**config.mk**
```make
export PLATFORM = sky130hd
export DESIGN_NAME = fifo_queue_with_reverse
export DESIGN_NICKNAME = d
export VERILOG_FILES = /design/src/sv/fqr_pkg.sv /design/src/sv/fqr_store.sv /design/src/sv/fqr_slot.sv /design/src/sv/fifo_queue_with_reverse.sv
export SDC_FILE = /design/constraint.sdc
export NUM_CORES = 1
export LEC_CHECK = 0
export ABC_AREA = 1
export BUFFER_PORTS_ARGS = -buffer_cell sky130_fd_sc_hd__buf_2
export CELL_PAD_IN_SITES_DETAIL_PLACEMENT = 1
export CELL_PAD_IN_SITES_GLOBAL_PLACEMENT = 1
export CORE_MARGIN = 5
export CORE_UTILIZATION = 25
export CTS_CLUSTER_DIAMETER = 30
export DETAILED_ROUTE_END_ITERATION = 8
export GPL_TIMING_DRIVEN = 0
export PLACE_DENSITY = 0.5
export SLEW_MARGIN = 20
export SYNTH_ARGS = -nofsm -noshare
export SYNTH_HDL_FRONTEND = slang
export SYNTH_SLANG_ARGS = --single-unit
```
**constraint.sdc**
```tcl
create_clock -name clk -period 6.3 [get_ports clk]
set_input_delay 1.26 -clock clk [delete_from_list [all_inputs] [get_ports clk]]
set_output_delay 1.26 -clock clk [all_outputs]
set_load 0.005 [all_outputs]
```
**src/sv/fqr_pkg.sv**
```systemverilog
// ----------------------------------------------------------------------------
// fqr_pkg
// Types and constants shared by the queue with in-place reverse.
// ----------------------------------------------------------------------------
package fqr_pkg;

  localparam int DATA_W  = 32;
  localparam int COUNT_W = 4;
  localparam int PADDR_W = 3;
  localparam int PDATA_W = 32;

  // register index taken from the word address bit
  localparam logic REG_CAPACITY = 1'b0;

  localparam logic [COUNT_W-1:0] CAPACITY_RESET = 4'd8;

  typedef enum logic [1:0] {
    MODE_ENQ  = 2'd0,
    MODE_DEQ  = 2'd1,
    MODE_PEEK = 2'd2,
    MODE_REV  = 2'd3
  } mode_t;

  typedef enum logic [1:0] {
    STAT_OK    = 2'd0,
    STAT_FULL  = 2'd1,
    STAT_EMPTY = 2'd2
  } status_t;

  typedef enum logic [2:0] {
    ST_IDLE,
    ST_REV_RD_A,
    ST_REV_RD_B,
    ST_REV_WR_A,
    ST_REV_WR_B,
    ST_RESP
  } state_t;

  // command to the entry store
  typedef struct packed {
    logic we;
    logic re;
  } mem_cmd_t;

endpackage

```
**src/sv/fqr_store.sv**
```systemverilog
// ----------------------------------------------------------------------------
// fqr_store
// Entry store: one shared address, one write or one registered read a cycle.
// ----------------------------------------------------------------------------
module fqr_store #(
  parameter int DEPTH = 8,
  parameter int AW    = 3
) (
  input  logic                      clk,
  input  fqr_pkg::mem_cmd_t         cmd,
  input  logic [AW-1:0]             addr,
  input  logic [fqr_pkg::DATA_W-1:0] wdata,
  output logic [fqr_pkg::DATA_W-1:0] rdata
);

  logic [fqr_pkg::DATA_W-1:0] mem [DEPTH];

  always_ff @(posedge clk) begin
    if (cmd.we) begin
      mem[addr] <= wdata;
    end
  end

  always_ff @(posedge clk) begin
    if (cmd.re) begin
      rdata <= mem[addr];
    end
  end

endmodule

```
**src/sv/fqr_slot.sv**
```systemverilog
// ----------------------------------------------------------------------------
// fqr_slot
// Shared address unit: position of the entry at an offset from the head,
// wrapped round the store.
// ----------------------------------------------------------------------------
module fqr_slot #(
  parameter int DEPTH = 8,
  parameter int AW    = 3
) (
  input  logic [AW-1:0]              head,
  input  logic [fqr_pkg::COUNT_W-1:0] offset,
  output logic [AW-1:0]              slot
);

  localparam int SW = AW + 1;
  localparam logic [SW-1:0] DEPTH_S = SW'(DEPTH);

  logic [SW-1:0] sum;

  // offset never exceeds the depth, so one compare and subtract wraps it
  assign sum  = {1'b0, head} + SW'(offset);
  assign slot = (sum >= DEPTH_S) ? AW'(sum - DEPTH_S) : AW'(sum);

endmodule

```
**src/sv/fifo_queue_with_reverse.sv**
```systemverilog
// ----------------------------------------------------------------------------
// fifo_queue_with_reverse
// Bounded queue of signed 32-bit words with enqueue, dequeue, peek and an
// in-place reverse of the held entries, under a small sequencer.
//
//   channel  signals                               role
//   in       in_valid, in_ready, mode, data_in     one request per word
//   out      out_valid, out_ready, status,
//            data_out, item_count                  one result per request
//   cfg      psel, penable, pwrite, paddr,
//            pwdata, prdata, pready                capacity register
//
// Enqueue, dequeue, peek, rejected requests and a reverse of one entry hold
// the sequencer through the accept cycle and the result load; reverse of
// n > 1 entries also holds it while pairs are swapped from both ends, one memory access a
// cycle through the single port of the entry store.
// in_ready is high only while the sequencer is idle; a result waiting in the
// output register stalls the next result load and with it the next accept.
// rst is synchronous: queue empty, head at zero, capacity 8.
// ----------------------------------------------------------------------------
module fifo_queue_with_reverse #(
  parameter int DEPTH = 8
) (
  input  logic                              clk,
  input  logic                              rst,
  // request channel
  input  logic                              in_valid,
  output logic                              in_ready,
  input  logic [1:0]                        mode,
  input  logic signed [fqr_pkg::DATA_W-1:0] data_in,
  // result channel
  output logic                              out_valid,
  input  logic                              out_ready,
  output logic [1:0]                        status,
  output logic signed [fqr_pkg::DATA_W-1:0] data_out,
  output logic [fqr_pkg::COUNT_W-1:0]       item_count,
  // configuration
  input  logic                              psel,
  input  logic                              penable,
  input  logic                              pwrite,
  input  logic [fqr_pkg::PADDR_W-1:0]       paddr,
  input  logic [fqr_pkg::PDATA_W-1:0]       pwdata,
  output logic [fqr_pkg::PDATA_W-1:0]       prdata,
  output logic                              pready
);

  localparam int AW = (DEPTH > 1) ? $clog2(DEPTH) : 1;
  localparam int CAP_MAX = (DEPTH > 15) ? 15 : DEPTH;
  localparam logic [fqr_pkg::COUNT_W-1:0] CAP_MAX_W = fqr_pkg::COUNT_W'(CAP_MAX);

  fqr_pkg::state_t  state, state_next;
  fqr_pkg::mode_t   req_mode;
  fqr_pkg::mode_t   in_mode;
  fqr_pkg::status_t req_status;
  fqr_pkg::status_t acc_status;
  fqr_pkg::mem_cmd_t mem_cmd;

  logic [fqr_pkg::COUNT_W-1:0] capacity;
  logic [fqr_pkg::COUNT_W-1:0] cap_lim;
  logic [fqr_pkg::COUNT_W-1:0] count;
  logic [fqr_pkg::COUNT_W-1:0] lo, hi;
  logic [fqr_pkg::COUNT_W-1:0] offset;
  logic [AW-1:0]               head;
  logic [AW-1:0]               slot;
  logic [fqr_pkg::DATA_W-1:0]  wdata, rdata, tmp;
  logic                        accept;
  logic                        cfg_wr;
  logic                        res_load;
  logic                        take_data;
  logic                        deq_ok;

  // ---------------------------------------------------------------- config
  assign pready = 1'b1;
  assign cfg_wr = psel && penable && pwrite && pready;
  assign prdata = (paddr[2] == fqr_pkg::REG_CAPACITY) ?
                  fqr_pkg::PDATA_W'(capacity) : '0;

  always_ff @(posedge clk) begin
    if (rst) begin
      capacity <= fqr_pkg::CAPACITY_RESET;
    end else if (cfg_wr && paddr[2] == fqr_pkg::REG_CAPACITY) begin
      capacity <= pwdata[fqr_pkg::COUNT_W-1:0];
    end
  end

  assign cap_lim = (capacity > CAP_MAX_W) ? CAP_MAX_W : capacity;

  // ---------------------------------------------------------------- datapath
  assign in_mode  = fqr_pkg::mode_t'(mode);
  assign in_ready = (state == fqr_pkg::ST_IDLE);
  assign accept   = in_valid && in_ready;
  assign res_load = (state == fqr_pkg::ST_RESP) && (!out_valid || out_ready);
  assign take_data = (req_status == fqr_pkg::STAT_OK) &&
                     (req_mode == fqr_pkg::MODE_DEQ || req_mode == fqr_pkg::MODE_PEEK);
  assign deq_ok   = (req_status == fqr_pkg::STAT_OK) && (req_mode == fqr_pkg::MODE_DEQ);

  always_comb begin
    if (in_mode == fqr_pkg::MODE_ENQ) begin
      acc_status = (count >= cap_lim) ? fqr_pkg::STAT_FULL : fqr_pkg::STAT_OK;
    end else if (count == '0) begin
      acc_status = fqr_pkg::STAT_EMPTY;
    end else begin
      acc_status = fqr_pkg::STAT_OK;
    end
  end

  fqr_slot #(.DEPTH(DEPTH), .AW(AW)) u_slot (
    .head   (head),
    .offset (offset),
    .slot   (slot)
  );

  fqr_store #(.DEPTH(DEPTH), .AW(AW)) u_store (
    .clk   (clk),
    .cmd   (mem_cmd),
    .addr  (slot),
    .wdata (wdata),
    .rdata (rdata)
  );

  // ---------------------------------------------------------------- sequencer
  always_ff @(posedge clk) begin
    if (rst) begin
      state <= fqr_pkg::ST_IDLE;
    end else begin
      state <= state_next;
    end
  end

  always_comb begin
    state_next = state;
    offset     = '0;
    mem_cmd    = '{we: 1'b0, re: 1'b0};
    wdata      = data_in;
    case (state)
      fqr_pkg::ST_IDLE: begin
        // enqueue writes at the tail, anything else reads the oldest word
        offset = (in_mode == fqr_pkg::MODE_ENQ) ? count : '0;
        if (accept) begin
          mem_cmd.we = (in_mode == fqr_pkg::MODE_ENQ) &&
                       (acc_status == fqr_pkg::STAT_OK);
          mem_cmd.re = (in_mode != fqr_pkg::MODE_ENQ);
          if (in_mode == fqr_pkg::MODE_REV && count > 4'd1) begin
            state_next = fqr_pkg::ST_REV_RD_B;
          end else begin
            state_next = fqr_pkg::ST_RESP;
          end
        end
      end
      fqr_pkg::ST_REV_RD_A: begin
        offset     = lo;
        mem_cmd.re = 1'b1;
        state_next = fqr_pkg::ST_REV_RD_B;
      end
      fqr_pkg::ST_REV_RD_B: begin
        offset     = hi;
        mem_cmd.re = 1'b1;
        state_next = fqr_pkg::ST_REV_WR_A;
      end
      fqr_pkg::ST_REV_WR_A: begin
        offset     = lo;
        mem_cmd.we = 1'b1;
        wdata      = rdata;
        state_next = fqr_pkg::ST_REV_WR_B;
      end
      fqr_pkg::ST_REV_WR_B: begin
        offset     = hi;
        mem_cmd.we = 1'b1;
        wdata      = tmp;
        // more swaps while the pointers have not met
        if (fqr_pkg::COUNT_W'(lo + 4'd2) < hi) begin
          state_next = fqr_pkg::ST_REV_RD_A;
        end else begin
          state_next = fqr_pkg::ST_RESP;
        end
      end
      fqr_pkg::ST_RESP: begin
        // next head for a dequeue
        offset = 4'd1;
        if (res_load) begin
          state_next = fqr_pkg::ST_IDLE;
        end
      end
      default: begin
        state_next = fqr_pkg::ST_IDLE;
      end
    endcase
  end

  always_ff @(posedge clk) begin
    if (rst) begin
      count <= '0;
      head  <= '0;
    end else begin
      if (accept && in_mode == fqr_pkg::MODE_ENQ && acc_status == fqr_pkg::STAT_OK) begin
        count <= count + 4'd1;
      end else if (res_load && deq_ok) begin
        count <= count - 4'd1;
        head  <= slot;
      end
    end
  end

  always_ff @(posedge clk) begin
    if (accept) begin
      req_mode   <= in_mode;
      req_status <= acc_status;
      lo         <= '0;
      hi         <= count - 4'd1;
    end
    if (state == fqr_pkg::ST_REV_RD_B) begin
      tmp <= rdata;
    end
    if (state == fqr_pkg::ST_REV_WR_B) begin
      lo <= lo + 4'd1;
      hi <= hi - 4'd1;
    end
  end

  // ---------------------------------------------------------------- result
  always_ff @(posedge clk) begin
    if (rst) begin
      out_valid <= 1'b0;
    end else if (res_load) begin
      out_valid <= 1'b1;
    end else if (out_ready) begin
      out_valid <= 1'b0;
    end
  end

  always_ff @(posedge clk) begin
    if (res_load) begin
      status     <= req_status;
      data_out   <= take_data ? rdata : '0;
      item_count <= deq_ok ? count - 4'd1 : count;
    end
  end

endmodule

```
==> results of run 1 <==
[synth_stat cells (2+ instances only)]
| cell | number | area, sq um |
|---|---|---|
| a21oi_1 | 11 | 55.1 |
| buf_1 | 3 | 11.3 |
| buf_2 | 20 | 100 |
| buf_4 | 29 | 218 |
| buf_6 | 3 | 33.8 |
| clkbuf_1 | 40 | 150 |
| conb_1 | 2 | 7.51 |
| dfxtp_1 | 15 | 300 |
| edfxtp_1 | 370 | 11100 |
| ha_1 | 15 | 188 |
| inv_1 | 86 | 323 |
| nand2_1 | 176 | 661 |
| nand2_2 | 3 | 18.8 |
| nand2_4 | 2 | 22.5 |
| nand3_1 | 45 | 225 |
| nor2_1 | 202 | 758 |
| nor2_2 | 2 | 12.5 |
| o211ai_1 | 33 | 248 |
| o21ai_0 | 152 | 761 |
| o22ai_1 | 64 | 400 |
| xnor2_1 | 2 | 17.5 |
| xor2_1 | 9 | 78.8 |
[metrics by stage]
step / std cells / setup TNS [ps]
2_1_floorplan: 1322 / 0
3_3_place_gp: 2257 / -828600
3_5_place_dp: 2277 / 0
4_1_cts: 2467 / 0
5_1_grt: 2467 / 0
6_report: 2467 / 0
[path summary, 6_finish.rpt]
kind,startpoint,end,slack [ps],cells past startpoint
worst max-delay path,mode[1],u_store.mem[1][5],1330,14
worst min register to register,u_store.rdata[23],tmp[23],440,0
worst max register to register,state[1],u_store.mem[1][5],1480,15
worst min-delay path,u_store.rdata[23],tmp[23],440,0
[sequential cells by signal, indices dropped and copies added (netlist names), 3 cells and up]
signal         cells
u_store.rdata     32
head               3
hi                 4
data_out          32
u_store.mem      256
item_count         4
lo                 4
count              4
tmp               32
capacity           4
state              3
[area by class of cell]
type	instances	area share (%)
Sequential cell	385	53.3
Clock inverter	62	3.35
Tap cell	846	4.95
Multi-Input combinational cell	755	17.5
Clock buffer	128	12.6
Timing Repair Buffer	109	4.37
Inverter	87	1.53
Buffer	95	2.41
[metal layers]
layer  share of wire (%)  vias up  wire length [microns]  global-route usage (%)
met4                 2.4        0                   1260                    4.80
met1                  47     5506                  24600                    20.9
met5                   0        -                      0                       0
met2                  45      320                  23300                    23.5
met3                 5.3       98                   2770                    3.25
li1                    -     5078                      -                       -
[report_power, final]
group          internal (mW)  switching [mW]
clock                   3.59            1.51
combinational           1.19            3.15
sequential              3.78           0.160
total                   8.56            4.82
[worst max-delay path, delay by kind of cell]
kind / cells / cell delay, ps
buffers and inverters: 7 / 1910
and+or+nand+nor: 6 / 1830
adders and majority gates: 1 / 270
[logic make-up after synthesis]
family | Yosys count | synth area share [%]
xor gates and xnor gates | 11 | 0.609
AOI/OAI and AO/OA | 263 | 9.47
buffers and inverters | 182 | 5.31
adders and majority gates | 16 | 1.31
DFF | 385 | 72.2
other | 2 | 0.0475
and+or+nand+nor | 436 | 11.1
==> flow_summary.json, run 1 <==
{
  "syn_area_sq_um": 15800,
  "fmax_mhz": 201,
  "cts_tree": "done",
  "hold_path.class": "reg -> reg",
  "antenna_left": 0,
  "grt_pass1_vias": 11700,
  "multi_input_area_sq_um": 3750,
  "drt_iter0_markers": 767,
  "wl_per_cell_microns": 21.0,
  "vdd_drop_max_mv": 0.227,
  "synth_flop_cell": "edfxtp_1",
  "slowest_stage": "clkbuf_1",
  "total_power_mw": 13.4,
  "cp.required_ps": 6620,
  "cts-buffers-inserted": 102,
  "grt_antenna_before_repair": 1,
  "die_x_microns": 261,
  "drc": 0,
  "grt_pass1_wl_mm": 75.7,
  "slew_headroom_pct": 28.5,
  "clockBufferDepth": 3,
  "rows": 92,
  "cp_max_fo": 12,
  "grtUsageTotal_pct": 15.0,
  "cts_hold_buffers": 0,
  "fin_nets": 1627,
  "fin_crit_ps": 4970,
  "die_y_microns": 261,
  "synth.avg_cell_area_sq_um": 12.2,
  "finalHoldViolations": 0,
  "yosysWarnings": 0,
  "post-place-ws_ps": 742,
  "overflow": 0,
  "vias": 11000,
  "fin_area_sq_um": 21400,
  "critPathArrivalTime_ps": 5290,
  "syn2layout_area_growth_pct": 35.4,
  "diodes": 0,
  "die_area_sq_um": 68400,
  "setup.worst_path.start_class": "input pin",
  "clk_latency_ps": 630,
  "drt_wl_total_mm": 51.9,
  "fill_cells": 6829,
  "grt_max_degree": 20,
  "end_kind": "flop",
  "cts_resized": 0,
  "cts_root_buffer": "clkbuf_16",
  "gp_congestion": 0.757,
  "outcome": "complete, no violations",
  "synthCells": 1295,
  "clkTransAtPathRegs_ps": 40,
  "port_buffers": 89,
  "p_leak_nw": 8.03,
  "num_io_pins": 149,
  "synth.distinct_cells": 33,
  "post-cts-setup-buffer-count": 0,
  "slew_viol_final": 0,
  "clock_skew_ps": 23.3,
  "final_util_pct": 34.1,
  "htreeDepth": 3,
  "final_common_cell": "edfxtp_1",
  "crit_type": "in -> reg",
  "initial_core_util_pct": 25.2,
  "finalCritPeriodShare_pct": 78.9,
  "power_density_nw_per_um2": 625,
  "ys_async_sr_fraction_pct": 0,
  "setup_violations": 0,
  "crit_path_max_incr_delay_ps": 630,
  "fin_hold_ws_ps": 444,
  "worstMarginPinSlew_ps": 1070,
  "worstPathCellList": "buf_2 > nor2_1 > inv_1 > nor2_2 > nand2_1 > nand4_1 > ha_1 > buf_2 > buf_2 > clkbuf_1 > nand2_1 > nor2_4 > buf_16 > buf_16",
  "layout-drive-gt1-share_pct": 20.7,
  "cp_common_cell": "buf_2",
  "finalWorstSetupSlack_ps": 1330,
  "avgViaCountPerCell": 4.46,
  "synth-seq-area-share_pct": 72.2,
  "hpwl_mm": 33.8,
  "ys_seq_elements": 385,
  "maxCapViolCount": 0,
  "firstDrtPassIters": 5,
  "mostFrequentLayoutCells": "edfxtp_1, nor2_1, nand2_1, o21ai_0, buf_2",
  "grt_setup_unrepaired": "no",
  "core_area_sq_um": 62900,
  "post_dp_cell_area_sq_um": 18000,
  "clock-sinks": 385,
  "synth_edf_count": 370,
  "area.sequential_sq_um": 11400
}
Power figures use the tool's default switching activity.
==> run 2: changes to the inputs <==
--- a/config.mk
+++ b/config.mk
@@ -14,7 +14,7 @@
 export CTS_CLUSTER_DIAMETER = 30
 export DETAILED_ROUTE_END_ITERATION = 8
 export GPL_TIMING_DRIVEN = 0
-export PLACE_DENSITY = 0.5
+export PLACE_DENSITY = 0.51
 export SLEW_MARGIN = 20
 export SYNTH_ARGS = -nofsm -noshare
 export SYNTH_HDL_FRONTEND = slang
==> constraint.sdc (replaced) <==
create_clock -name clk -period 4.5 [get_ports clk]
set_input_delay 0.9 -clock clk [delete_from_list [all_inputs] [get_ports clk]]
set_output_delay 0.9 -clock clk [all_outputs]
set_load 0.005 [all_outputs]
==> flow_summary.json, run 2 (synthesized netlist as in run 1, its figures left out) <==
{
  "outcome": "complete, no violations",
  "maxCapViolCount": 0,
  "overflow": 0,
  "port_buffers": 89,
  "fmax_mhz": 234,
  "finalWorstSetupSlack_ps": 224,
  "cts_tree": "done",
  "clk_latency_ps": 630,
  "grt_pass1_vias": 11800,
  "cp_max_fo": 19,
  "r2r-start": "state[1]",
  "critPathArrivalTime_ps": 4580,
  "clockBufferDepth": 3,
  "clkTransAtPathRegs_ps": 40,
  "final_cells": 2465,
  "die_y_microns": 261,
  "swShare_pct": 36.5,
  "grt_pass1_wl_mm": 75.5,
  "post_dp_cell_area_sq_um": 17900,
  "fin_hold_ws_ps": 445,
  "comb_power_share_pct": 32.6,
  "largest_register_ffs": 256,
  "cts_root_buffer": "clkbuf_16",
  "gp_congestion": 0.751,
  "finalCritPeriodShare_pct": 95.0,
  "post-place-ws_ps": -646,
  "p_leak_nw": 8.00,
  "p_sw_mw": 6.81,
  "final_util_pct": 34.0,
  "mostFrequentLayoutCells": "edfxtp_1, nor2_1, nand2_1, o21ai_0, buf_2",
  "firstDrtPassIters": 5,
  "clock_skew_ps": 31.0,
  "fin_nets": 1628,
  "power_density_nw_per_um2": 874,
  "finalHoldViolations": 0,
  "vdd_drop_max_mv": 0.445,
  "setup_violations": 0,
  "cts_hold_buffers": 0,
  "cts-buffers-inserted": 98,
  "fin_area_sq_um": 21400,
  "startpoint": "state[1]",
  "grt_antenna_before_repair": 2,
  "die_x_microns": 261,
  "r2r-end": "u_store.mem[7][10]",
  "power.share.clock_pct": 37.9,
  "htreeDepth": 3,
  "total_power_mw": 18.7,
  "antenna_left": 0,
  "grt_max_degree": 20,
  "grtUsageTotal_pct": 15.0,
  "p_seq_share_pct": 29.5,
  "end_kind": "flop",
  "vias": 11000,
  "cp.required_ps": 4810,
  "clock-sinks": 385,
  "hpwl_mm": 33.9,
  "slew_viol_final": 0,
  "worstMarginPinSlew_ps": 1040,
  "fin_crit_ps": 4280,
  "rows": 92,
  "dp_cells": 2275,
  "setup.worst_path.start_class": "flop",
  "drc": 0,
  "core_area_sq_um": 62900,
  "final_common_cell": "edfxtp_1",
  "crit_type": "reg -> reg",
  "drt_wl_total_mm": 52.1,
  "final.setup.tns_ps": 0,
  "initial_core_util_pct": 25.2,
  "num_io_pins": 149,
  "p_int_mw": 11.9,
  "drt_iter0_markers": 597,
  "worstSetupEndpoint": "u_store.mem[7][10]",
  "wl_per_cell_microns": 21.1,
  "ff2ff_setup_slack_ps": 220,
  "die_area_sq_um": 68400,
  "rr_worst_depth": 15,
  "layout-drive-gt1-share_pct": 21.5,
  "slew_headroom_pct": 30.4,
  "avgViaCountPerCell": 4.46,
  "syn2layout_area_growth_pct": 35.2,
  "hold_path.class": "reg -> reg",
  "largest_register": "u_store.mem"
}
-- run 2: cell types whose count changed in the layout (fill, tap and decap cells not counted), moves of 4 or more --
cell        previous run  this run
buf_12                 3         7
buf_16                14        10
buf_4                 29        35
clkbuf_1              62        48
clkbuf_16            103        98
clkbuf_2               1         6
clkinv_2              22        16
clkinvlp_4             3        11
-- run 2: critical path: stages, from the launching register on --
cell and delay (ps):
dfxtp_1 360, inv_1 100, nor3_4 450, buf_8 240, inv_1 70, nand2_1 130, nand2_1 70, nand4_1 120
ha_1 160, inv_1 50, fa_1 590, inv_1 170, clkbuf_2 330, nand3_1 270, nor2_4 560, buf_12 270
-- run 2: metal layers --
layer  GRT usage, %  vias up  part of all wire (%)  routed length [microns]
met5              0        -                     0                        0
met4           4.36        0                   1.8                      929
met3           3.12       71                   5.3                     2760
met2           25.3      336                    48                    25100
met1           19.5     5524                    45                    23200
li1               -     5068                     -                        -
-- run 2: area by class of cell --
| type | count | area [sq um] |
|---|---|---|
| Tap cell | 846 | 1060 |
| Inverter | 87 | 327 |
| Sequential cell | 385 | 11400 |
| Clock inverter | 69 | 855 |
| Timing Repair Buffer | 115 | 947 |
| Antenna cell | 1 | 2.50 |
| Buffer | 94 | 518 |
| Fill cell | 6825 | 41500 |
| Multi-Input combinational cell | 755 | 3750 |
| Clock buffer | 113 | 2510 |
-- run 2: how the worst min path moves through the flow --
stage | startpoint | end | slack (ps) | depth (start not counted)
floorplan | req_status[0] | status[0] | 430 | 0
global placement | u_store.rdata[31] | tmp[31] | 430 | 0
detailed placement | u_store.rdata[6] | tmp[6] | 440 | 0
CTS | u_store.rdata[6] | tmp[6] | 440 | 0
global route | u_store.rdata[28] | tmp[28] | 450 | 0
finish | u_store.rdata[28] | tmp[28] | 450 | 0
-- run 2: power by group through the flow --
stage          clock (mW)  combinational (mW)  sequential, mW
6_report             7.08                6.10            5.51
5_1_grt              7.42                6.71            5.57
4_1_cts              7.20                6.20            5.51
3_5_place_dp            0                6.13            5.57
3_3_place_gp            0                5.67            5.61
2_1_floorplan           0                3.43            5.52
-- run 2: repair_timing --
item / CTS / global route
pin swaps: 3 / 2
gates resized for setup: 1 / 8
endpoints found under the setup margin: 130 / 52
setup buffers: 5 / 3
==> run 3: changes to the inputs <==
--- a/config.mk
+++ b/config.mk
@@ -10,11 +10,11 @@
 export CELL_PAD_IN_SITES_DETAIL_PLACEMENT = 1
 export CELL_PAD_IN_SITES_GLOBAL_PLACEMENT = 1
 export CORE_MARGIN = 5
-export CORE_UTILIZATION = 25
+export CORE_UTILIZATION = 35
 export CTS_CLUSTER_DIAMETER = 30
 export DETAILED_ROUTE_END_ITERATION = 8
 export GPL_TIMING_DRIVEN = 0
-export PLACE_DENSITY = 0.51
+export PLACE_DENSITY = 0.64
 export SLEW_MARGIN = 20
 export SYNTH_ARGS = -nofsm -noshare
 export SYNTH_HDL_FRONTEND = slang
==> constraint.sdc (replaced) <==
create_clock -name clk -period 5.35 [get_ports clk]
set_input_delay 1.07 -clock clk [delete_from_list [all_inputs] [get_ports clk]]
set_output_delay 1.07 -clock clk [all_outputs]
set_load 0.005 [all_outputs]
==> flow_summary.json, run 3 (synthesized netlist as in run 1, its figures left out) <==
{
  "grt_max_degree": 25,
  "rr_worst_depth": 13,
  "clockBufferDepth": 3,
  "p_sw_mw": 5.39,
  "slew_headroom_pct": 25.4,
  "rows": 77,
  "startpoint": "mode[1]",
  "fin_crit_ps": 4600,
  "grt_util_met2_pct": 32.7,
  "fin_area_sq_um": 20200,
  "die_x_microns": 223,
  "power.share.clock_pct": 34.2,
  "crit_type": "in -> reg",
  "grtUsageTotal_pct": 18.7,
  "mostFrequentLayoutCells": "edfxtp_1, nor2_1, nand2_1, o21ai_0, buf_2",
  "clock-sinks": 385,
  "ff2ff_setup_slack_ps": 830,
  "end_kind": "flop",
  "p_seq_share_pct": 32.0,
  "grt_setup_unrepaired": "no",
  "fin_nets": 1599,
  "grt_pass1_wl_mm": 70.6,
  "port_buffers": 89,
  "fill_cells": 4665,
  "finalHoldViolations": 0,
  "setup_violations": 0,
  "grt_pass1_vias": 11700,
  "gp_congestion": 0.792,
  "critPathArrivalTime_ps": 4890,
  "finalCritPeriodShare_pct": 86.0,
  "post-cts-setup-buffer-count": 0,
  "num_io_pins": 149,
  "comb_power_share_pct": 33.8,
  "setup.worst_path.start_class": "input pin",
  "final_common_cell": "edfxtp_1",
  "largest_register_ffs": 256,
  "wl_per_cell_microns": 21.7,
  "grt_antenna_before_repair": 0,
  "cp_max_fo": 19,
  "slew_viol_final": 0,
  "clkTransAtPathRegs_ps": 50,
  "clock_skew_ps": 20.1,
  "drt_wl_total_mm": 46.9,
  "hold_depth": 0,
  "total_power_mw": 14.5,
  "outcome": "complete, no violations",
  "cts_root_buffer": "clkbuf_16",
  "hold_path.class": "reg -> reg",
  "crit_path_max_incr_delay_ps": 740,
  "cts_resized": 0,
  "vias": 10900,
  "largest_register": "u_store.mem",
  "cts_tree": "done",
  "worstMarginPinSlew_ps": 1120,
  "worstPathCellList": "buf_2 > nor2_1 > inv_1 > nor2_2 > nand2_1 > nand4_1 > ha_1 > buf_2 > buf_2 > clkbuf_1 > nand2_1 > nor2_4 > buf_16",
  "power_density_nw_per_um2": 716,
  "initial_core_util_pct": 35.6,
  "p_int_mw": 9.09,
  "die_y_microns": 223,
  "maxCapViolCount": 0,
  "cts_hold_buffers": 0,
  "cp_common_cell": "buf_2",
  "avgViaCountPerCell": 5.03,
  "core_area_sq_um": 44400,
  "r2r-start": "state[1]",
  "syn2layout_area_growth_pct": 28.0,
  "worstHoldEndpoint": "tmp[29]",
  "slowest_stage": "nor2_4",
  "antenna_left": 0,
  "finalWorstSetupSlack_ps": 749,
  "die_area_sq_um": 49500,
  "cts-buffers-inserted": 80,
  "r2r-end": "u_store.mem[5][15]",
  "p_leak_nw": 7.59,
  "clk_latency_ps": 600,
  "drc": 0,
  "cp.required_ps": 5640,
  "diodes": 0,
  "vdd_drop_max_mv": 0.342,
  "firstDrtPassIters": 5,
  "drt_iter0_markers": 760,
  "swShare_pct": 37.2,
  "use_met3_pct": 4.09,
  "use_met1_pct": 22.8,
  "fmax_mhz": 217,
  "htreeDepth": 3,
  "post_dp_cell_area_sq_um": 17500,
  "hpwl_mm": 30.6,
  "min_from": "u_store.rdata[29]",
  "post-place-ws_ps": 79.5,
  "overflow": 0,
  "grt_busiest_layer": "met2",
  "layout-drive-gt1-share_pct": 19.7
}
==> run 3: cell types whose count changed in the layout (fill, tap and decap cells not counted), moves of 5 or more <==
cell	previous run	this run
clkbuf_16	98	82
bufinv_16	16	10
buf_4	35	29
clkbuf_2	6	1
==> run 3: power by group through the flow <==
stage                     logic [mW]  registers, mW  clock network, mW
after global routing            5.40           4.69               5.19
after floorplan                 2.86           4.65                  0
after global placement          4.51           4.72                  0
after CTS                       4.99           4.64               5.02
final                           4.90           4.63               4.95
after detailed placement        4.89           4.68                  0
==> run 3: per-layer routing <==
metal  share of wire [%]  wire, microns
met1                  41          19400
met2                  50          23600
met3                 5.9           2750
met4                 2.6           1210
met5                   0              0
==> run 3: cell type report <==
type / instances / area [sq um] / share of cell area (%)
Clock buffer: 87 / 2070 / 10.2
Clock inverter: 60 / 651 / 3.22
Tap cell: 592 / 741 / 3.66
Sequential cell: 385 / 11400 / 56.4
Buffer: 95 / 514 / 2.54
Timing Repair Buffer: 103 / 771 / 3.81
Multi-Input combinational cell: 755 / 3750 / 18.5
Inverter: 87 / 327 / 1.61
==> run 3: per-stage QoR <==
| stage | utilization (%) | hold slack [ps] | cells | TNS [ps] |
|---|---|---|---|---|
| 2_1_floorplan | - | 426 | 1322 | 0 |
| 3_3_place_gp | 38.5 | 429 | 2003 | -922630 |
| 4_1_cts | 45.6 | 444 | 2164 | 0 |
| 3_5_place_dp | 39.4 | 434 | 2017 | 0 |
| 6_report | 45.6 | 445 | 2164 | 0 |
| 5_1_grt | 45.6 | 459 | 2164 | 0 |
==> run 3: worst max path at each step <==
| stage | endpoint | slack (ps) |
|---|---|---|
| 6_report | u_store.mem[5][15] | 750 |
| 5_1_grt | u_store.mem[5][15] | 570 |
| 3_5_place_dp | u_store.mem[5][13] | 80 |
| 2_1_floorplan | u_store.mem[2][0] | 260 |
| 4_1_cts | u_store.mem[5][26] | 700 |
| 3_3_place_gp | u_store.mem[1][11] | -3410 |
==> run 3: worst max-delay path: cells and delay by family <==
family                   cells  cell delay, ps
buffers and inverters        6            1600
adder cells (fa/ha/maj)      1             280
AND/OR/NAND/NOR              6            1930
